`src/hw/rtl/lrcf_ram.sv`:
```
// ----------------------------------------------------------------------------
// lrcf_ram - generic simple dual-port ram
// one write port, one read port with registered read data
// ----------------------------------------------------------------------------
module lrcf_ram #(
   parameter int WIDTH = 8,
   parameter int DEPTH = 64
) (
   input  logic                     clock,
   input  logic                     wr_en,
   input  logic [$clog2(DEPTH)-1:0] wr_addr,
   input  logic [WIDTH-1:0]         wr_data,
   input  logic [$clog2(DEPTH)-1:0] rd_addr,
   output logic [WIDTH-1:0]         rd_data
);

   logic [WIDTH-1:0] mem [DEPTH];

   always_ff @(posedge clock) begin
      if (wr_en) begin
         mem[wr_addr] <= wr_data;
      end
      rd_data <= mem[rd_addr];
   end

endmodule

```
`config.mk`:
```
export PLATFORM = sky130hd
export DESIGN_NAME = lrcf_ram
export DESIGN_NICKNAME = d
export VERILOG_FILES = /design/src/hw/rtl/lrcf_ram.sv
export SDC_FILE = /design/constraint.sdc
export NUM_CORES = 1
export LEC_CHECK = 0
export BUFFER_PORTS_ARGS = -buffer_cell sky130_fd_sc_hd__buf_2
export CAP_MARGIN = 20
export CORE_MARGIN = 1
export CORE_UTILIZATION = 50
export CTS_CLUSTER_DIAMETER = 80
export DETAILED_ROUTE_END_ITERATION = 16
export PLACE_DENSITY = 0.73
export SLEW_MARGIN = 20
export SYNTH_ARGS = -nofsm -noshare
export SYNTH_HDL_FRONTEND = slang
export SYNTH_SLANG_ARGS = --single-unit
```
`constraint.sdc`:
```
create_clock -name clock -period 1.8 [get_ports clock]
set_input_delay 0.18 -clock clock [delete_from_list [all_inputs] [get_ports clock]]
set_output_delay 0.18 -clock clock [all_outputs]
set_load 0.02 [all_outputs]
```
# Word-level counts from Yosys, hierarchy flattened
# Memory sizes are Yosys's and may differ from the RTL's. A register that Yosys moved wholly into a read port is not among the register bits.
# Index checks and enable logic that the tools add are counted.
# totals
wordCells	3
n_memories	1
register_bits	0
out_inout_bits	8
inputBits	22
mem_bits_rw	512
# op_classes
n_mux	2
# memory_table
memory	depth	width	read_ports	rd_ports_with_merged_regs	wr	line_no	source
mem	64	8	1	1	1	17	logic [WIDTH-1:0] mem [DEPTH];
# ops
cell	count
2-to-1 mux 1 bit	2

# Depth between registers and ports, before layout
# Gate-level depths: netlist (run 1).
# logic_depth
ltp_word	2
depth_mapped	9
depth_no_buf	5

# Worst setup path after synthesis (run 1)
# Ideal clock, no wire load.
# synth_timing
path_kind	input to register
startpoint	input rd_addr[1]
endpoint	register rd_data[3] (read register of mem)
t_arrival_ps	1720
cell_stages	7
setup_time_ps	128
n_path_buf	3
required_time_ps	1672
slack_ps	-48
path_cell_list	buf_4 buf_2 buf_2 mux4_2 mux4_2 o21ai_1 o41ai_1
# synth_rtl
item	line_no	source
start: declaration	13	input logic [$clog2(DEPTH)-1:0] rd_addr,
end: declaration	14	output logic [WIDTH-1:0] rd_data

==> results of run 1 <==
stage by stage:
step                      setup TNS (ns)  total power, uW  hold WS, ns  instances  utilization [%]
after CTS                        -0.2841            25120      0.03599       1703            59.76
after floorplan                        0            14420       0.2789        940                -
after detailed placement          -3.231            15100       0.6163       1609            55.56
after global placement            -3.053            15060       0.6131       1609            55.56
final                            -0.2984            25010      0.07372       1703            59.84
after global routing             -0.5001            25670      0.05701       1703            59.84
final timing paths:
check / to / slack, ns / depth (start not counted)
setup reg to reg: rd_data[3]$_DFF_P_ / -0.1 / 4
setup / recovery: rd_data[3]$_DFF_P_ / -0.1 / 4
hold / removal: rd_data[1]$_DFF_P_ / 0.07 / 3
hold reg to reg: rd_data[6]$_DFF_P_ / 0.85 / 3
logic make-up after synthesis:
family / after synthesis
AOI/OAI and AO/OA: 54
muxes: 162
buffers and inverters: 51
DFF: 520
and+or+nand+nor: 153
routing by layer:
| metal | share of wire (%) | up-vias |
|---|---|---|
| met1 | 39 | 5352 |
| li1 | - | 4322 |
| met2 | 49 | 453 |
| met3 | 7.6 | 96 |
| met5 | 0 | - |
| met4 | 3.5 | 0 |
Yosys cell counts (3+ instances only):
library cell | instances | area share [%]
a211oi_1 | 4 | 0.15
o2bb2ai_1 | 3 | 0.13
a221oi_1 | 6 | 0.26
nor2_1 | 83 | 1.5
o221ai_1 | 8 | 0.35
nand2_1 | 19 | 0.35
nor3_1 | 7 | 0.17
buf_2 | 11 | 0.27
edfxtp_1 | 512 | 76
nand2b_1 | 7 | 0.22
dfxtp_1 | 8 | 0.79
mux4_2 | 126 | 14
buf_1 | 4 | 0.074
o2111ai_1 | 3 | 0.13
o22ai_1 | 8 | 0.25
nand3_1 | 13 | 0.32
buf_6 | 4 | 0.22
nor2b_1 | 14 | 0.43
a21oi_1 | 3 | 0.074
mux2_2 | 13 | 0.73
nand3b_1 | 3 | 0.11
clkbuf_1 | 17 | 0.32
a22oi_1 | 3 | 0.11
buf_4 | 13 | 0.48
mux2i_1 | 23 | 1.1
state kept, by name, indices dropped and copies added (netlist names):
signal and flops:
rd_data 8, mem 512
power groups by stage:
stage	Sequential, uW	Clock, uW	Combinational [uW]
after floorplan	13700	0	716
after global placement	13700	0	1360
after detailed placement	13700	0	1390
after CTS	13500	10200	1430
after global routing	13400	10700	1520
final	13400	10100	1440
worst max-delay path: cells and delay by family (launching register included):
kind	cells	cell delay, ns
flip-flops	1	0.40
multiplexers	2	1.04
AO/OA/AOI/OAI	2	0.33
layout by cell type, fill, tap and decap left out, types with 4 or more instances in the layout:
cell | netlist | routed
mux2i_1 | 23 | 23
buf_4 | 13 | 159
nand2_1 | 19 | 19
clkbuf_8 | 0 | 4
nor2_1 | 83 | 78
dfxtp_1 | 8 | 8
clkinv_2 | 0 | 6
nand2b_1 | 7 | 7
clkbuf_1 | 17 | 16
o22ai_1 | 8 | 8
buf_2 | 11 | 22
o221ai_1 | 8 | 8
clkbuf_16 | 0 | 53
a221oi_1 | 6 | 5
edfxtp_1 | 512 | 512
mux2_2 | 13 | 12
a211oi_1 | 4 | 4
buf_12 | 2 | 13
clkinv_1 | 0 | 11
mux4_2 | 126 | 126
nand3_1 | 13 | 13
nor2b_1 | 14 | 14
layout make-up:
type                    instances  area share (%)
multi-input cells             369           18.60
clock buffers                  72           6.004
clock inverters                22          0.6578
well taps                     525           2.763
flip-flops and latches        520           65.34
repair buffers                195           6.636
timing repair:
item | CTS | global route
buffers inserted | 0 | 0
hold buffers | 0 | 0
pin swaps | 2 | 1
setup endpoints to repair | 8 | 8
resized for setup | 18 | 7
==> impl_metrics.ini, run 1 <==
[worst_setup_path]
cp_common_cell = mux4_2
cpPeakStageDelay_ns = 0.53
path_cells = mux4_2 > mux4_2 > o21ai_4 > o41ai_1
end_kind = flip-flop
worstSetupStartpoint = mem[39][3]$_DFFE_PP_
crit_type = flip-flop to flip-flop
cpMaxStageDelayCell = mux4_2
timing.rr.start = mem[39][3]$_DFFE_PP_
path_max_fanout = 1
cp_data_arrival_time_ns = 2.33
worstSetupStartpointType = flip-flop
required_ns = 2.24

[grt]
grtUsageMet1_pct = 30.73
grt_pass1_wl_mm = 66.98
use_met3_pct = 3.740
grt_util_met2_pct = 36.48
antenna_found_initial = 0
first_global_vias = 10550
grt_max_degree = 65
overflow = 0
busiest_layer = met2
track_usage_pct = 22.51

[routing]
viasPerCell = 6.003
drc = 0
wirelength_mm = 44.91
ant_nets = 0
wire_per_inst_um = 26.37
dr.pass1.iters = 5
drt_iter0_drc = 961
via_count = 10220

[clocking]
clock-root-buffer = clkbuf_16
clk_pin_slew_ns = 0.06
h-tree-depth = 2
clockBufferDepth = 3
clkSinkCount = 520
cts_made_buffers = 52
insertion_delay_ns = 0.58
cts_tree = yes

[logic_synthesis]
synth_edf_count = 512
synth_compound_area_share_pct = 2.072
synth_cell_types = 40
synth_top_flop_cell = edfxtp_1
synth_mux_area_share_pct = 15.94
avgSynthCellArea_um2 = 21.45
synth-seq-area-share_pct = 77.03
synth_top_family_by_area = multiplexers
synth_seq_cells = 520
yosys.area_share.simple_pct = 3.388
syn-instance-count = 940
ys_async_sr_fraction_pct = 0
synth_fp_nets = 962
synth-xor-area-share_pct = 0
synth_fa_ha_area_share_pct = 0
yosysWarnings = 0
syn_area_um2 = 20170

[timing]
fin_crit_sh_pct = 105.4
period_minus_slack_ns = 1.897
hold_viol = 0
setup_viol = 6
tightestPinTransition_ns = 0.7354
fin_ws_ns = -0.09655
relSlewSlack_pct = 50.97
final-max-slew-violation-count = 0
rsz0062_at_grt = yes
fin_worst_skew_ns = 0.02632
fmax_mhz = 527.3

[run_status]
status = finished, violations left
failed_checks = negative setup slack

[power_and_ir_drop]
internal_power_uw = 19810
vdd_drop_max_uv = 705.0
p_sw_uw = 5203
swShare_pct = 20.80
power_per_cell_area_nw_per_um2 = 1052
leakage_uw = 0.007781
pwr-share-seq_pct = 53.8
power.share.clock_pct = 40.5
combPwrFrac_pct = 5.8

[cells_and_area]
ff_latch_area_um2 = 15530
layout.nets = 1160
multi_input_area_um2 = 4423
drive_gt1_share_pct = 35.48
synthToLayoutAreaGrowth_pct = 17.90
fillCellCount = 2714
num_antenna_cells = 0
fin_area_um2 = 23780

[floorplanning]
core_um2 = 39730
die_y_um = 202.8
std_cell_rows = 73
dieArea_um2 = 41140
die_width_um = 202.8
ios = 30
start_util_pct = 50.76

[place]
finalWeightedCongestion = 0.8383
dp.final_hpwl_mm = 28.18
placed_area_um2 = 22070
portBuffers = 29
place_ws_ns = -0.4742

[worst_hold_path]
hold_path_class = primary input to flip-flop
min_from = rd_addr[5]

[job]
maxCapViolCount = 0
(Power assumes the default switching activity.)
==> inputs of run 2 (changes only) <==
- BUFFER_PORTS_ARGS: -buffer_cell sky130_fd_sc_hd__buf_2 -> -buffer_cell sky130_fd_sc_hd__buf_4
- PLACE_DENSITY: 0.73 -> default
- PLACE_DENSITY_LB_ADDON: default -> 0.3
==> run 2 against run 1 <==
The flow still finishes with violations (negative setup slack). Clock power rose by 8%. Clock skew fell by 0.0060 ns. Count of clock-buffer cells in the layout fell by 15. Critical path type unchanged. Final cell count fell by 1.1%.
==> impl_metrics.ini, run 2 (synthesis gave the netlist of run 1 again) <==
[grt]
antenna_found_initial = 0
grtUsageMet1_pct = 32.78
overflow = 0
grt_util_met2_pct = 34.93
track_usage_pct = 22.47
grt_pass1_wl_mm = 67.29
grt_max_degree = 65
first_global_vias = 10460
busiest_layer = met2
use_met3_pct = 3.419

[floorplanning]
die_y_um = 202.8
ios = 30
die_width_um = 202.8
dieArea_um2 = 41140
core_um2 = 39730
std_cell_rows = 73
start_util_pct = 50.76

[timing]
fin_ws_ns = -0.07189
setup_viol = 2
fmax_mhz = 534.2
fin_crit_sh_pct = 104.0
fin_worst_skew_ns = 0.02032
period_minus_slack_ns = 1.872
tightestPinTransition_ns = 0.7218
final-max-slew-violation-count = 0
relSlewSlack_pct = 51.88
rsz0062_at_grt = yes
hold_viol = 0

[job]
maxCapViolCount = 0

[run_status]
status = finished, violations left
failed_checks = negative setup slack

[cells_and_area]
synthToLayoutAreaGrowth_pct = 18.11
layout.nets = 1143
drive_gt1_share_pct = 35.60
reg.largest.list = mem: 512 flops, rd_data: 8 flops
num_antenna_cells = 0
most-common-layout-cells = 512 x edfxtp_1, 168 x buf_4, 126 x mux4_2
layout_commonest_cell = edfxtp_1
fin_area_um2 = 23820
fillCellCount = 2789
largest_register = mem
largest_reg_flops = 512

[worst_setup_path]
crit_end = rd_data[4]$_DFF_P_
crit_type = flip-flop to flip-flop
end_kind = flip-flop
cpPeakStageDelay_ns = 0.49
cp_num_cells = 6
worstSetupStartpointType = flip-flop
path_cells = mux4_2 > mux2_4 > o221a_4 > nor3_2 > buf_4 > o32ai_2
worstSetupStartpoint = mem[29][4]$_DFFE_PP_
timing.rr.start = mem[29][4]$_DFFE_PP_
timing.rr.end = rd_data[4]$_DFF_P_
rrSetupSlack_ns = -0.07
path_max_fanout = 1
cpMaxStageDelayCell = mux4_2
required_ns = 2.26
path_buf_inv = 1
r2r_cells = 6
critical_path.top_delay_family = multiplexers
cp_data_arrival_time_ns = 2.33

[clocking]
clk_pin_slew_ns = 0.06
clockBufferDepth = 3
cts_tree = yes
post_cts_buffers = 0
clkSinkCount = 520
h-tree-depth = 2
insertion_delay_ns = 0.59
clock-root-buffer = clkbuf_16
cts_made_buffers = 51

[routing]
wire_per_inst_um = 26.29
via_count = 10100
drc = 0
drt_iter0_drc = 1026
ant_nets = 0
dr.pass1.iters = 5
viasPerCell = 5.995
wirelength_mm = 44.29

[place]
portBuffers = 29
dp.final_hpwl_mm = 27.99
place_ws_ns = -0.5528
finalWeightedCongestion = 0.8203
placed_area_um2 = 21960

[power_and_ir_drop]
leakage_uw = 0.007786
vdd_drop_max_uv = 739.8
power_per_cell_area_nw_per_um2 = 1081

[worst_hold_path]
hold_path_class = primary input to flip-flop
-- run 2: changes by cell type in the layout (fill, tap and decap cells not counted), moves of 3 or more --
cell / delta
buf_12: -4
mux2_2: -3
bufinv_16: +7
buf_4: +9
clkinv_2: +3
clkbuf_8: -3
mux2_4: +3
buf_2: -22
clkbuf_1: -10
-- run 2: area by class of cell --
class,count,area [um2],area share [%]
Tap cell,525,656.9,2.758
Clock buffer,57,1299,5.453
Multi-Input combinational cell,369,4452,18.69
Sequential cell,520,15530,65.22
Timing Repair Buffer,179,1465,6.151
Clock inverter,35,411.6,1.728
-- run 2: worst min path at each step --
stage / from / endpoint / slack [ns] / depth (start not counted)
floorplan: wr_data[0] / mem[0][0]$_DFFE_PP_ / 0.28 / 0
global placement: rd_addr[5] / rd_data[1]$_DFF_P_ / 0.54 / 3
detailed placement: rd_addr[5] / rd_data[0]$_DFF_P_ / 0.55 / 3
global route: wr_addr[1] / mem[49][2]$_DFFE_PP_ / 0.17 / 3
CTS: wr_addr[1] / mem[49][1]$_DFFE_PP_ / 0.13 / 3
finish: wr_data[7] / mem[39][7]$_DFFE_PP_ / 0.14 / 1
-- run 2: worst register-to-register path: cells and delay by family, from the launching register on --
| kind | cells | cell delay [ns] |
|---|---|---|
| mux | 2 | 0.77 |
| flops | 1 | 0.37 |
| compound gates | 2 | 0.35 |
| buf+inv | 1 | 0.16 |
| simple gates | 1 | 0.10 |
-- run 2: through the flow --
| step | std cells | utilization [%] | total power, uW | hold slack (ns) | setup TNS, ns |
|---|---|---|---|---|---|
| after floorplan | 940 | - | 14420 | 0.2789 | 0 |
| after global placement | 1592 | 55.28 | 15090 | 0.5443 | -3.248 |
| after detailed placement | 1592 | 55.28 | 15110 | 0.5514 | -3.359 |
| after CTS | 1685 | 59.78 | 25900 | 0.1269 | -0.1598 |
| after global routing | 1685 | 59.95 | 26470 | 0.1699 | -0.2708 |
| final | 1685 | 59.95 | 25750 | 0.1403 | -0.1375 |
-- run 2: where the power goes --
group / switching (uW) / total, uW / leakage, uW / internal, uW
Clock: 4370 / 10900 / 0.000836 / 6480
Combinational: 831 / 1440 / 0.00228 / 613
Sequential: 51.6 / 13500 / 0.00467 / 13400
-- run 2: routing by layer --
layer	part of all wire [%]	routed length, um
met5	0	0
met4	3.0	1343
met3	7.9	3493
met2	48	21110
met1	41	18350
-- run 2: repair_timing --
action                     in CTS  in global routing
hold endpoints to repair        7                  0
gates cloned                    0                  0
pin swaps                       4                  3
setup endpoints to repair       8                  7
resized for setup              15                 14
hold buffers                    1                  0
==> inputs of run 3 (changes only) <==
- CORE_UTILIZATION: 50 -> 30
- clock period: 1.8 -> 2.4 ns (I/O delays scaled with it)
==> run 3 against run 2 <==
The run now ends clean. Core utilization decreased by 24 points. Via count down 2.7%. Global-route usage decreased by 8.1 points. Non-clock buffer count shrank 33. Register-to-register slack gained 0.26 ns. First-iteration DRC count is 17% lower. Die area is 66% higher. Routed wire length up 8.0%. Hold slack worse by 0.10 ns. Power down 26%. Critical endpoint is now rd_data[6]$_DFF_P_. Largest cell class unchanged.
==> impl_metrics.ini, run 3 (synthesis gave the netlist of run 1 again) <==
[floorplanning]
die_y_um = 261.3
ios = 30
start_util_pct = 30.51
std_cell_rows = 94
core_um2 = 66100
die_width_um = 261.3
dieArea_um2 = 68260

[timing]
fin_ws_ns = 0.1843
setup_viol = 0
hold_viol = 0
fin_worst_skew_ns = 0.01774
relSlewSlack_pct = 45.72
rsz0062_at_grt = no
final-max-slew-violation-count = 0
fmax_mhz = 451.3
period_minus_slack_ns = 2.216
fin_crit_sh_pct = 92.32
tightestPinTransition_ns = 0.8142

[place]
dp.final_hpwl_mm = 29.80
place_inst = 1899
place_ws_ns = -0.05380
finalWeightedCongestion = 0.7897
portBuffers = 29

[worst_setup_path]
path_max_fanout = 1
cp_data_arrival_time_ns = 2.68
end_kind = flip-flop
required_ns = 2.87
worstSetupStartpointType = flip-flop
crit_type = flip-flop to flip-flop

[power_and_ir_drop]
power_per_cell_area_nw_per_um2 = 804.0
vdd_drop_max_uv = 547.5
pwr-share-seq_pct = 52.7
swShare_pct = 20.85
leakage_uw = 0.007544
combPwrFrac_pct = 5.4
internal_power_uw = 15150
power.share.clock_pct = 41.9
p_sw_uw = 3991

[routing]
dr.pass1.iters = 7
drc = 0
via_count = 9829
wirelength_mm = 47.84
wire_per_inst_um = 24.01
viasPerCell = 4.932
ant_nets = 0
drt_iter0_drc = 847

[job]
maxCapViolCount = 0

[cells_and_area]
most-common-layout-cells = 512 x edfxtp_1, 136 x buf_4, 126 x mux4_2
drive_gt1_share_pct = 31.71
final_cells = 1993
layout.nets = 1110
synthToLayoutAreaGrowth_pct = 18.07
reg.largest.list = mem: 512 flops, rd_data: 8 flops
layout_commonest_cell = edfxtp_1
largest_reg_flops = 512
fillCellCount = 6129
num_antenna_cells = 0
ff_latch_area_um2 = 15530
multi_input_area_um2 = 4315
largest_register = mem

[clocking]
cts_made_buffers = 51
cts-resized-gates = 0
h-tree-depth = 2
postCtsHoldBufs = 0
post_cts_buffers = 0
cts_tree = yes
clockBufferDepth = 3
insertion_delay_ns = 0.60
clock-root-buffer = clkbuf_16
clkSinkCount = 520
clk_pin_slew_ns = 0.06

[grt]
track_usage_pct = 14.37
overflow = 0
grt_max_degree = 65
grt_pass1_wl_mm = 70.26
first_global_vias = 10290
antenna_found_initial = 1

[worst_hold_path]
hold_path_class = primary input to flip-flop

[run_status]
status = finished clean
## run 3: cell count changes in the layout (fill, tap and decap cells not counted), sizes merged
| cell | before | now |
|---|---|---|
| dlygate4sd3 | 1 | 0 |
| clkinv | 20 | 19 |
| bufinv | 9 | 6 |
| clkbuf | 58 | 68 |
| inv | 4 | 0 |
| buf | 177 | 145 |
## run 3: layout make-up
cell class | count | area share (%)
flip-flops and latches | 520 | 65.24
clock inverters | 27 | 1.203
clock buffers | 67 | 5.791
repair buffers | 146 | 5.102
well taps | 864 | 4.540
multi-input cells | 369 | 18.12
## run 3: power by group through the flow
stage          sequential (uW)  clock, uW  combinational (uW)
6_report                 10100       8020                1030
3_3_place_gp             10300          0                1040
4_1_cts                  10100       8210                1050
2_1_floorplan            10300          0                 536
3_5_place_dp             10300          0                1050
5_1_grt                  10100       8540                1110
## run 3: critical path, stage by stage (launching register included)
cell      delay [ns]
edfxtp_1        0.38
mux4_2          0.45
mux2_2          0.29
o221a_2         0.29
nor3_1          0.36
buf_4           0.21
o32ai_1         0.09
## run 3: metrics by stage
step,cell area (um2),total power [uW],setup TNS (ns),util [%],hold WS (ns)
after floorplan,20170,10820,0,-,0.3389
after global placement,22150,11320,-0.07802,33.51,0.6271
after detailed placement,22150,11330,-0.09745,33.51,0.6342
after CTS,23810,19350,0,36.02,0.002524
after global routing,23810,19730,0,36.02,0.02849
final,23810,19140,0,36.02,0.03577
## run 3: per-layer routing
metal / global-route usage (%) / wire, um / up-vias
met1: 20.03 / 21500 / 5256
met3: 2.642 / 2626 / 70
met5: 0 / 0 / -
li1: - / - / 4222
met4: 4.183 / 962 / 0
met2: 22.94 / 22750 / 281
## run 3: final timing paths
check / slack (ns) / to / cells past startpoint / startpoint
hold / removal: 0.04 / rd_data[1]$_DFF_P_ / 3 / rd_addr[5]
setup reg to reg: 0.18 / rd_data[6]$_DFF_P_ / 6 / mem[25][6]$_DFFE_PP_
setup / recovery: 0.18 / rd_data[6]$_DFF_P_ / 6 / mem[25][6]$_DFFE_PP_
hold reg to reg: 0.88 / rd_data[7]$_DFF_P_ / 4 / mem[5][7]$_DFFE_PP_
