==> src/hw/rtl/lrcf_pkg.sv <==
// ----------------------------------------------------------------------------
// lrcf_pkg - shared types and constants of the ring clock face
// payload structs, color constants, gamma table and fixed-point widths
// ----------------------------------------------------------------------------
package lrcf_pkg;

   localparam int PIXEL_COUNT        = 60;
   localparam int FADE_STEPS_DEFAULT = 32;
   localparam int PIX_W              = $clog2(PIXEL_COUNT);
   localparam int COLOR_W            = 8;
   localparam int FRAC_W             = 10;
   localparam int LVL_W              = COLOR_W + FRAC_W;
   localparam int NUM_W              = LVL_W + 1;
   localparam int HOUR_W             = 5;
   localparam int MIN_W              = 6;
   localparam int ROT_W              = 6;

   localparam logic [HOUR_W-1:0] HOUR_MAX = 5'd23;
   localparam logic [MIN_W-1:0]  MIN_MAX  = 6'd59;
   localparam logic [PIX_W-1:0]  LAST_PIX = PIX_W'(PIXEL_COUNT - 1);

   localparam logic CMD_SET_TIME = 1'b0;
   localparam logic CMD_STEP     = 1'b1;

   localparam logic CSR_MUTE     = 1'b0;
   localparam logic CSR_ROTATION = 1'b1;

   // channel 2 is red, 1 green, 0 blue
   typedef logic [2:0][COLOR_W-1:0] color_type;
   typedef logic [2:0][LVL_W-1:0]   level_type;

   localparam color_type COL_TOP     = {8'd0,   8'd66,  8'd74};
   localparam color_type COL_QUARTER = {8'd0,   8'd0,   8'd80};
   localparam color_type COL_FIVE    = {8'd0,   8'd0,   8'd61};
   localparam color_type COL_ELEM    = {8'd0,   8'd0,   8'd32};
   localparam color_type COL_HOUR    = {8'd102, 8'd0,   8'd0};
   localparam color_type COL_MINUTE  = {8'd0,   8'd102, 8'd0};
   localparam color_type COL_SECOND  = {8'd92,  8'd85,  8'd0};
   localparam color_type COL_HMS     = {8'd126, 8'd112, 8'd0};
   localparam color_type COL_HM      = {8'd102, 8'd102, 8'd0};
   localparam color_type COL_HS      = {8'd137, 8'd0,   8'd0};
   localparam color_type COL_MS      = {8'd0,   8'd137, 8'd0};

   typedef struct packed {
      logic              command;
      logic [HOUR_W-1:0] hour;
      logic [MIN_W-1:0]  minute;
      logic [MIN_W-1:0]  second;
   } req_type;

   typedef struct packed {
      logic [PIX_W-1:0]   pixel_index;
      logic [COLOR_W-1:0] red;
      logic [COLOR_W-1:0] green;
      logic [COLOR_W-1:0] blue;
      logic               last;
   } rsp_type;

   localparam logic [7:0] GAMMA_LUT [256] = '{
      8'd0,  8'd0,  8'd0,  8'd0,  8'd0,  8'd0,  8'd0,  8'd0,
      8'd0,  8'd0,  8'd0,  8'd0,  8'd0,  8'd0,  8'd0,  8'd0,
      8'd0,  8'd0,  8'd0,  8'd0,  8'd0,  8'd0,  8'd0,  8'd0,
      8'd0,  8'd0,  8'd0,  8'd0,  8'd1,  8'd1,  8'd1,  8'd1,
      8'd1,  8'd1,  8'd1,  8'd1,  8'd1,  8'd1,  8'd1,  8'd1,
      8'd1,  8'd2,  8'd2,  8'd2,  8'd2,  8'd2,  8'd2,  8'd2,
      8'd2,  8'd3,  8'd3,  8'd3,  8'd3,  8'd3,  8'd3,  8'd3,
      8'd4,  8'd4,  8'd4,  8'd4,  8'd4,  8'd5,  8'd5,  8'd5,
      8'd5,  8'd6,  8'd6,  8'd6,  8'd6,  8'd7,  8'd7,  8'd7,
      8'd7,  8'd8,  8'd8,  8'd8,  8'd9,  8'd9,  8'd9,  8'd10,
      8'd10, 8'd10, 8'd11, 8'd11, 8'd11, 8'd12, 8'd12, 8'd13,
      8'd13, 8'd13, 8'd14, 8'd14, 8'd15, 8'd15, 8'd16, 8'd16,
      8'd17, 8'd17, 8'd18, 8'd18, 8'd19, 8'd19, 8'd20, 8'd20,
      8'd21, 8'd21, 8'd22, 8'd22, 8'd23, 8'd24, 8'd24, 8'd25,
      8'd25, 8'd26, 8'd27, 8'd27, 8'd28, 8'd29, 8'd29, 8'd30,
      8'd31, 8'd32, 8'd32, 8'd33, 8'd34, 8'd35, 8'd35, 8'd36,
      8'd37, 8'd38, 8'd39, 8'd39, 8'd40, 8'd41, 8'd42, 8'd43,
      8'd44, 8'd45, 8'd46, 8'd47, 8'd48, 8'd49, 8'd50, 8'd50,
      8'd51, 8'd52, 8'd54, 8'd55, 8'd56, 8'd57, 8'd58, 8'd59,
      8'd60, 8'd61, 8'd62, 8'd63, 8'd64, 8'd66, 8'd67, 8'd68,
      8'd69, 8'd70, 8'd72, 8'd73, 8'd74, 8'd75, 8'd77, 8'd78,
      8'd79, 8'd81, 8'd82, 8'd83, 8'd85, 8'd86, 8'd87, 8'd89,
      8'd90, 8'd92, 8'd93, 8'd95, 8'd96, 8'd98, 8'd99, 8'd101,
      8'd102,8'd104,8'd105,8'd107,8'd109,8'd110,8'd112,8'd114,
      8'd115,8'd117,8'd119,8'd120,8'd122,8'd124,8'd126,8'd127,
      8'd129,8'd131,8'd133,8'd135,8'd137,8'd138,8'd140,8'd142,
      8'd144,8'd146,8'd148,8'd150,8'd152,8'd154,8'd156,8'd158,
      8'd160,8'd162,8'd164,8'd167,8'd169,8'd171,8'd173,8'd175,
      8'd177,8'd180,8'd182,8'd184,8'd186,8'd189,8'd191,8'd193,
      8'd196,8'd198,8'd200,8'd203,8'd205,8'd208,8'd210,8'd213,
      8'd215,8'd218,8'd220,8'd223,8'd225,8'd228,8'd231,8'd233,
      8'd236,8'd239,8'd241,8'd244,8'd247,8'd249,8'd252,8'd255
   };

endpackage

==> src/hw/rtl/lrcf_divider.sv <==
// ----------------------------------------------------------------------------
// lrcf_divider - shared signed divider by a fixed divisor
// one reciprocal multiply reused for the three channels, truncates toward zero
// ----------------------------------------------------------------------------
module lrcf_divider import lrcf_pkg::*; #(
   parameter int DIVISOR = FADE_STEPS_DEFAULT
) (
   input  logic                        clock,
   input  logic                        reset,
   input  logic                        start,
   input  logic [2:0][NUM_W-1:0]       numer,
   output logic                        done,
   output level_type                   quot
);

   // exact for every magnitude below 2**LVL_W
   localparam int SHIFT  = LVL_W + $clog2(DIVISOR);
   localparam int RCP_W  = LVL_W + 2;
   localparam int PROD_W = LVL_W + RCP_W;
   localparam longint RCP_VAL = ((longint'(1) << SHIFT) + longint'(DIVISOR) - 1)
                                / longint'(DIVISOR);
   localparam logic [RCP_W-1:0] RECIP   = RCP_W'(RCP_VAL);
   localparam logic [1:0]       LAST_CH = 2'd2;

   logic                  busy_ff, done_ff;
   logic [1:0]            ch_ff;
   level_type             mag_ff, quot_ff;
   logic [2:0]            neg_ff;
   logic [2:0][NUM_W-1:0] abs_num;
   logic [LVL_W-1:0]      mag_sel, q_mag;
   logic [PROD_W-1:0]     prod, prod_shr;

   always_comb begin
      for (int c = 0; c < 3; c++) begin
         abs_num[c] = numer[c][NUM_W-1] ? -numer[c] : numer[c];
      end
      mag_sel  = mag_ff[ch_ff];
      prod     = {{RCP_W{1'b0}}, mag_sel} * {{LVL_W{1'b0}}, RECIP};
      prod_shr = prod >> SHIFT;
      q_mag    = prod_shr[LVL_W-1:0];
   end

   always_ff @(posedge clock) begin
      if (reset) begin
         busy_ff <= 1'b0;
         done_ff <= 1'b0;
         ch_ff   <= '0;
      end else begin
         done_ff <= 1'b0;
         if (start) begin
            busy_ff <= 1'b1;
            ch_ff   <= '0;
         end else if (busy_ff) begin
            ch_ff <= ch_ff + 1'b1;
            if (ch_ff == LAST_CH) begin
               busy_ff <= 1'b0;
               done_ff <= 1'b1;
            end
         end
      end
   end

   always_ff @(posedge clock) begin
      if (start) begin
         for (int c = 0; c < 3; c++) begin
            mag_ff[c] <= abs_num[c][LVL_W-1:0];
            neg_ff[c] <= numer[c][NUM_W-1];
         end
      end else if (busy_ff) begin
         quot_ff[ch_ff] <= neg_ff[ch_ff] ? -q_mag : q_mag;
      end
   end

   assign quot = quot_ff;
   assign done = done_ff;

endmodule

==> config.mk <==
export PLATFORM = sky130hd
export DESIGN_NAME = lrcf_divider
export DESIGN_NICKNAME = d
export VERILOG_FILES = /design/src/hw/rtl/lrcf_pkg.sv /design/src/hw/rtl/lrcf_divider.sv
export SDC_FILE = /design/constraint.sdc
export NUM_CORES = 1
export LEC_CHECK = 0
export BUFFER_PORTS_ARGS = -buffer_cell sky130_fd_sc_hd__buf_4
export CORE_MARGIN = 10
export CORE_UTILIZATION = 53
export CTS_CLUSTER_SIZE = 8
export DETAILED_ROUTE_END_ITERATION = 12
export PLACE_DENSITY = 0.78
export SLEW_MARGIN = 20
export SYNTH_ARGS = -nofsm -noshare
export SYNTH_HDL_FRONTEND = slang
export SYNTH_SLANG_ARGS = --single-unit
export TNS_END_PERCENT = 20
==> constraint.sdc <==
create_clock -name clock -period 3.6 [get_ports clock]
set_clock_uncertainty 0.15 [all_clocks]
set_input_delay 0.9 -clock clock [delete_from_list [all_inputs] [get_ports clock]]
set_output_delay 0.9 -clock clock [all_outputs]
set_load 0.02 [all_outputs]
; ---- After elaboration in Yosys (flattened, before gate mapping)
; Cells that the tools add are included.
[word_totals]
ff_bits = 115
latch_bits = 0
ram_bits = 0
mem_bits_ro = 0
wordCells = 39
n_memories = 0
[classes]
n_addsub = 5
n_mul = 0
div_mod_pow = 0
n_lt_le_gt_ge = 2
n_eq_ne = 1
shift = 0
mux = 15
n_bitwise = 2
reduce_logical = 4
[op_table]
columns = cell, n
row1 = 18-bit two-way mux, 6
row2 = 54-bit bitwise mux, 1
row3 = 18-bit negator, 3
row4 = 18-bit binary-select mux with 2-bit select, 1
row5 = 18-bit demux with 2-bit select, 1
row6 = 13-bit negator with 18-bit output, 1
row7 = 1-bit two-way mux, 5
row8 = "2-bit by 3-bit less-than comparator with 1-bit output, second input constant", 1
row9 = 3-bit OR reduction, 1
row10 = "2-bit by 1-bit adder with 2-bit output, second input constant", 1
row11 = 1-bit binary-select mux with 2-bit select, 1
row12 = "2-bit equality test, second input constant", 1
row13 = "2-bit by 1-bit greater-or-equal comparator with 1-bit output, second input constant", 1
row14 = 1-bit NOT, 2
row15 = 2-bit AND reduction, 1
row16 = 2-bit OR reduction, 1
row17 = 1-bit logical AND, 1

; ---- Longest topological paths before layout
; Gate-level depths: netlist (run 1).
[depth]
ltp_word = 5
mapped_depth = 9

; ---- Worst setup path before layout (run 1)
; No wires, ideal clock.
[synth_timing]
path_type = input -> register
startpoint = in numer[22] (netlist bit)
endpoint = reg mag_ff[35] (netlist bit), data pin
setup_time_ns = 0.258
t_arrival_ns = 2.606
path_slack_ns = 0.586
stages = 7
path_buffers = 1
cell_sequence = or4_4 nor4_2 or3b_1 buf_2 or3_4 o21ai_2 xnor2_1
[synth_lines]
columns = element, line
row1 = start: declaration, lrcf_divider.sv:11  ; input logic [2:0][NUM_W-1:0] numer,
row2 = end signal: indexed assignment, lrcf_divider.sv:66  ; mag_ff[c] <= abs_num[c][LVL_W-1:0];
row3 = end: declaration, lrcf_divider.sv:27  ; level_type mag_ff, quot_ff;

; ---- Worst setup path in the final report (run 1)
[layout_timing]
startpoint = reg ch_ff[1]
endpoint = reg quot_ff (netlist bit quot[42]), data pin
[layout_between]
elab_chain_cells = 5
[layout_lines]
columns = element, line
row1 = start: declaration, lrcf_divider.sv:26  ; logic [1:0] ch_ff;
row2 = start signal: assignment, lrcf_divider.sv:54  ; ch_ff <= ch_ff + 1'b1;
row3 = 18-bit binary-select mux with 2-bit select (tied with other cells), lrcf_divider.sv:37  ; mag_sel = mag_ff[ch_ff];
row4 = 18-bit two-way mux (implied by the code) / 1-bit logical AND (equally long branches), "lrcf_divider.sv:37, lrcf_divider.sv:70"
row5 = 13-bit negator with 18-bit output / 18-bit two-way mux (equally long branches), lrcf_divider.sv:70  ; quot_ff[ch_ff] <= neg_ff[ch_ff] ? -q_mag : q_mag;
row6 = 18-bit two-way mux / 18-bit demux with 2-bit select (equally long branches), lrcf_divider.sv:70
row7 = 54-bit bitwise mux (*), lrcf_divider.sv:70
row8 = end signal: indexed assignment, lrcf_divider.sv:70
row9 = end: declaration, lrcf_divider.sv:27
; Mark *: on every way between the ends. The rest lies on a longest branch, timed or not. The select of a mux whose other input is x is not followed.
; A chain may end at the register's enable or synchronous reset.

==> flow_summary_export.csv, run 1 <==
group,metric,value,unit
setup_path,startpoint_type,"flip-flop",
timing,setup_tns,0,ns
clock_network,postCtsSetupBuffers,0,
route,dr.pass1.iters,5,
timing,max_freq,348,MHz
floorplanning,initial_core_util,0.540,
timing,worst_pin_slew,0.839,ns
floorplanning,std_cell_rows,33,
route,vias_per_cell,5.13,
grt,grt_overflow,0,
route,dr.first_iter.drc_count,96,
synth,ys_seq_elements,100,
place,place_area,5410,um2
clock_network,holdBufCountCts,0,
place,place_congestion,0.779,
clock_network,clk_pin_slew,0.09,ns
clock_network,htree_num_levels,3,
setup_path,cp_data_required_time,3.60,ns
cells_and_area,finalNetCount,496,
setup_path,reg2reg_depth,7,
setup_path,reg2reg_to,"quot[42]",
power,power_density,420,nW/um2
synth,synth_fp_nets,374,
route,drc_errors,0,
grt,antenna_found_initial,0,
clock_network,cts_made_buffers,9,
setup_path,cp-end-kind,"flip-flop",
synth,synth_edf_count,96,
clock_network,cts-resized-gates,0,
synth,ys_top_cells_by_area,"edfxtp_1 65%, xnor2_1 8.7%, mux2i_1 2.9%",
floorplanning,ios,115,
setup_path,critPathKind,"reg -> reg",
clock_network,cts_max_path_buffers,2,
route,wl_per_cell,16.2,um
clock_network,numClockSinks,100,
cells_and_area,fill_cells,612,
grt,grt_pass1_wl,14.1,mm
floorplanning,die_h,111,um
synth,synth.top_cells.by_count,"96 x edfxtp_1, 44 x xnor2_1, 18 x o21ai_0",
grt,grt_usage,0.138,
timing,rsz0062_at_grt,"false",
min_path,min_path_type,"reg -> reg",
synth,postSynth.asyncResetShare,0,
cells_and_area,stdcell_count,542,
power,power_leakage,2.02,nW
floorplanning,die_area,12400,um2
timing,report.final.setup_viol,0,
synth,synth_ff_type,"edfxtp_1",
setup_path,crit_fanout,16,
synth,ys_seq_area_frac,0.672,
cells_and_area,design_area,5590,um2
cells_and_area,drive_above_1_share,0.341,
timing,hold_violations,0,
grt,grt_max_degree,46,
place,dp_hpwl,7.13,mm
floorplanning,fp.coreArea,8180,um2
setup_path,r2r_setup_slack,0.72,ns
synth,avgSynthCellArea,14.2,um2
floorplanning,die_w,111,um
cells_and_area,final_core_util,0.683,
power,power.total,2.35,mW
timing,hold_ws,0.419,ns
setup_path,cp.arrival,2.87,ns
place,pre_cts_slack,0.352,ns
cells_and_area,n_antenna_cell,0,
timing,fin_crit_sh,0.799,
clock_network,insertion_delay,0.35,ns
timing,setup_ws,0.724,ns
clock_network,cts_root_buffer,"clkbuf_8",
power,ir_drop,0.218,mV
route,postRouteAntennaNets,0,
cells_and_area,synthToLayoutAreaGrowth,26.6,%
place,dp.cells,526,
min_path,hold_path_depth,2,
run_status,outcome,"finished, final reports clean",
timing,slew_viol_final,0,
min_path,worstHoldStart,"busy_ff",
synth,yosysTopAreaCell,"edfxtp_1",
setup_path,reg2reg_from,"ch_ff[1]",
synth,yosys_warnings,0,
synth,netlist_area,4410,um2
grt,grt_pass1_vias,2908,
synth,netlist_instances,310,
timing,relSlewSlack,0.439,
min_path,min_to,"busy_ff",
job,drv_cap,0,
timing,fin_crit,2.88,ns
synth,yosysTopAreaCellShare,0.653,
route,vias,2778,
clock_network,cts_tree,"done",
synth,synth.most_common_cell,"edfxtp_1",
place,portBuffers,114,
synth,synthDistinctLibCells,38,
route,wirelength,8.75,mm
==> logic make-up (layout without fill, tap and decap cells) <==
family,after synthesis,count (layout),share of synthesized area
AOI/OAI and AO/OA,53,53,0.0743
buffers and inverters,14,141,0.0128
and+or+nand+nor,73,73,0.0942
adders and majority gates,4,4,0.0113
xor gates and xnor gates,51,51,0.101
muxes,15,15,0.0346
DFF,100,100,0.672
==> metal layers <==
layer | part of all wire | up-vias | track usage | wire length, um
met3 | 0.086 | 2 | 0.0487 | 752
met1 | 0.43 | 1273 | 0.163 | 3740
li1 | - | 1403 | - | -
met5 | 0 | - | 0 | 0
met4 | 0.0022 | 0 | 0.0420 | 19
met2 | 0.49 | 100 | 0.230 | 4250
==> state kept, by name, indices dropped and copies added (netlist names) <==
signal   count
quot        54
neg_ff       3
mag_ff      39
done         1
ch_ff        2
busy_ff      1
==> report_power, final <==
part	internal, mW	switching, mW
clock	0.252	0.363
combinational	0.146	0.181
sequential	1.39	0.0189
==> layout make-up <==
cell class | instances | area [um2] | share of cell area
Multi-Input combinational cell | 196 | 1390 | 0.249
Clock buffer | 9 | 124 | 0.0222
Inverter | 4 | 15.0 | 0.00269
Sequential cell | 100 | 2960 | 0.530
Tap cell | 105 | 131 | 0.0235
Clock inverter | 7 | 51.3 | 0.00918
Timing Repair Buffer | 121 | 908 | 0.163
==> critical path: stages, from the launching register on <==
cell and delay, ns:
dfxtp_1 0.32, buf_4 0.19, nor2b_1 0.70, a22oi_1 0.28, ha_1 0.33, and4b_1 0.28, nor2_1 0.16, xor2_1 0.27
==> cell usage in the layout, fill, tap and decap left out, types with 4 or more instances in the layout <==
master      count
nand2_1        17
buf_4         121
xnor2_1        44
clkbuf_8        9
mux2i_1        13
clkinvlp_4      4
o31ai_1         6
nand2b_1        5
nor4_1          5
inv_1           4
nor2_1         15
xor2_1          7
edfxtp_1       96
dfxtp_1         4
o21ai_0        18
a21oi_1        17
ha_1            4
or2_2           4
==> worst max path at each step <==
stage	startpoint	to	slack [ns]	depth (start not counted)
floorplan	numer[22]	mag_ff[35]	0.59	7
global placement	numer[22]	mag_ff[35]	0.40	7
detailed placement	numer[22]	mag_ff[35]	0.35	7
CTS	ch_ff[1]	quot[6]	0.67	7
global route	ch_ff[1]	quot[6]	0.37	7
finish	ch_ff[1]	quot[42]	0.72	7
Power figures use the tool's default switching activity.
==> inputs of run 2 (changes only) <==
- CORE_UTILIZATION: 53 -> 48
- PLACE_DENSITY: 0.78 -> 0.74
- clock period: 3.6 -> 2.35 ns (I/O delays scaled with it)
==> flow_summary_export.csv, run 2 (same netlist as run 1, synthesis figures left out) <==
group,metric,value,unit
timing,rsz0062_at_grt,"true",
power,ir_drop,0.265,mV
setup_path,reg2reg_to,"quot[30]",
cells_and_area,layout_commonest_cell,"buf_4",
clock_network,insertion_delay,0.36,ns
setup_path,crit_fanout,2,
place,dp.cells,560,
place,place_congestion,0.786,
grt,grt_usage,0.141,
cells_and_area,stdcell_count,578,
power,power_leakage,2.28,nW
cells_and_area,largest_reg_flops,54,
timing,max_freq,414,MHz
route,vias,2970,
setup_path,cp-end-kind,"flip-flop",
run_status,outcome,"finished with violations",
power,power_density,635,nW/um2
grt,grt_pass1_vias,3034,
floorplanning,die_area,13400,um2
setup_path,reg2reg_from,"ch_ff[0]",
setup_path,critPathKind,"in -> reg",
timing,fin_crit_sh,1.03,
clock_network,numClockSinks,100,
cells_and_area,final_cell_mix,"149 x buf_4, 96 x edfxtp_1, 43 x xnor2_1",
timing,fin_crit,2.42,ns
setup_path,startpoint_type,"input pin",
run_status,violations,"setup timing",
clock_network,holdBufCountCts,0,
clock_network,cts_made_buffers,9,
timing,worst_pin_slew,0.539,ns
floorplanning,die_w,116,um
cells_and_area,drive_above_1_share,0.462,
min_path,worstHoldStart,"reset",
route,wirelength,9.57,mm
setup_path,r2r_setup_slack,0.13,ns
route,dr.pass1.iters,4,
cells_and_area,finalNetCount,529,
min_path,min_path_type,"in -> reg",
timing,slew_viol_final,0,
setup_path,cp.arrival,2.39,ns
clock_network,cts_tree,"done",
min_path,min_to,"done",
floorplanning,initial_core_util,0.499,
timing,hold_violations,0,
route,drc_errors,0,
timing,relSlewSlack,0.641,
setup_path,reg2reg_depth,6,
floorplanning,ios,115,
min_path,hold_path_depth,2,
place,dp_hpwl,7.43,mm
route,wl_per_cell,16.6,um
floorplanning,std_cell_rows,34,
cells_and_area,synthToLayoutAreaGrowth,38.4,%
place,pre_cts_slack,-0.518,ns
grt,grt_max_degree,46,
route,postRouteAntennaNets,0,
clock_network,cts_max_path_buffers,2,
floorplanning,fp.coreArea,8850,um2
route,vias_per_cell,5.14,
floorplanning,die_h,116,um
job,drv_cap,0,
clock_network,clk_pin_slew,0.10,ns
clock_network,htree_num_levels,3,
timing,report.final.setup_viol,5,
cells_and_area,fill_cells,628,
grt,grt_pass1_wl,14.8,mm
cells_and_area,n_antenna_cell,0,
setup_path,cp_data_required_time,2.32,ns
clock_network,cts_root_buffer,"clkbuf_8",
route,dr.first_iter.drc_count,128,
grt,antenna_found_initial,0,
grt,grt_overflow,0,
timing,setup_ws,-0.0662,ns
place,portBuffers,114,
==> run 2: changes by cell type in the layout (fill, tap and decap cells not counted), sizes merged <==
cell | previous run | this run
bufinv | 0 | 1
buf | 121 | 154
clkinv | 2 | 3
clkinvlp | 4 | 0
inv | 5 | 7
==> run 2: worst max-delay path, cell delays in order <==
cell     delay (ns)
buf_6          0.09
or4_4          0.54
nor4_4         0.17
or3b_4         0.42
or3_4          0.39
o21ai_2        0.13
xnor2_1        0.07
==> run 2: cell type report <==
class	count	area, um2	share of cell area
clock buffer	9	124	0.0203
clock inverter	7	83.8	0.0137
inverter	4	15.0	0.00246
multi-input combinational	196	1600	0.262
sequential	100	2970	0.486
tap	108	135	0.0221
timing repair buffer	154	1180	0.194
==> run 2: what timing repair did <==
item / in CTS / in global routing
gates resized for setup: 14 / 19
buffers inserted: 0 / 2
pin swaps: 2 / 7
setup endpoints to repair: 38 / 52
==> run 2: routing by layer <==
metal  share of wire  vias to the layer above  GRT usage
met2            0.49                       98      0.243
li1                -                     1472          -
met1            0.43                     1389      0.160
met4           0.013                        0     0.0542
met3           0.075                       11     0.0444
met5               0                        -          0
==> run 2: where the power goes <==
group	switching (mW)	internal (mW)	total (mW)	leakage [nW]
combinational	0.312	0.288	0.600	1.24
clock	0.614	0.513	1.13	0.108
sequential	0.0318	2.12	2.15	0.934
==> run 2: worst max-delay path by stage <==
| stage | start | to |
|---|---|---|
| finish | numer[22] | mag_ff[35] |
| global route | numer[22] | mag_ff[35] |
| CTS | numer[22] | mag_ff[35] |
| global placement | numer[22] | mag_ff[35] |
| floorplan | numer[22] | mag_ff[35] |
| detailed placement | numer[22] | mag_ff[35] |
==> run 2: per-stage QoR <==
stage | utilization | TNS, ns | hold WS [ns] | power [mW] | area [um2]
detailed placement | 0.648 | -10.24 | 0.403 | 2.76 | 5740
floorplan | - | -4.29 | 0.377 | 2.48 | 4500
global route | 0.690 | -0.585 | 0.235 | 4.04 | 6110
global placement | 0.648 | -8.39 | 0.401 | 2.73 | 5740
finish | 0.690 | -0.111 | 0.247 | 3.88 | 6110
CTS | 0.680 | -0.122 | 0.233 | 3.87 | 6020
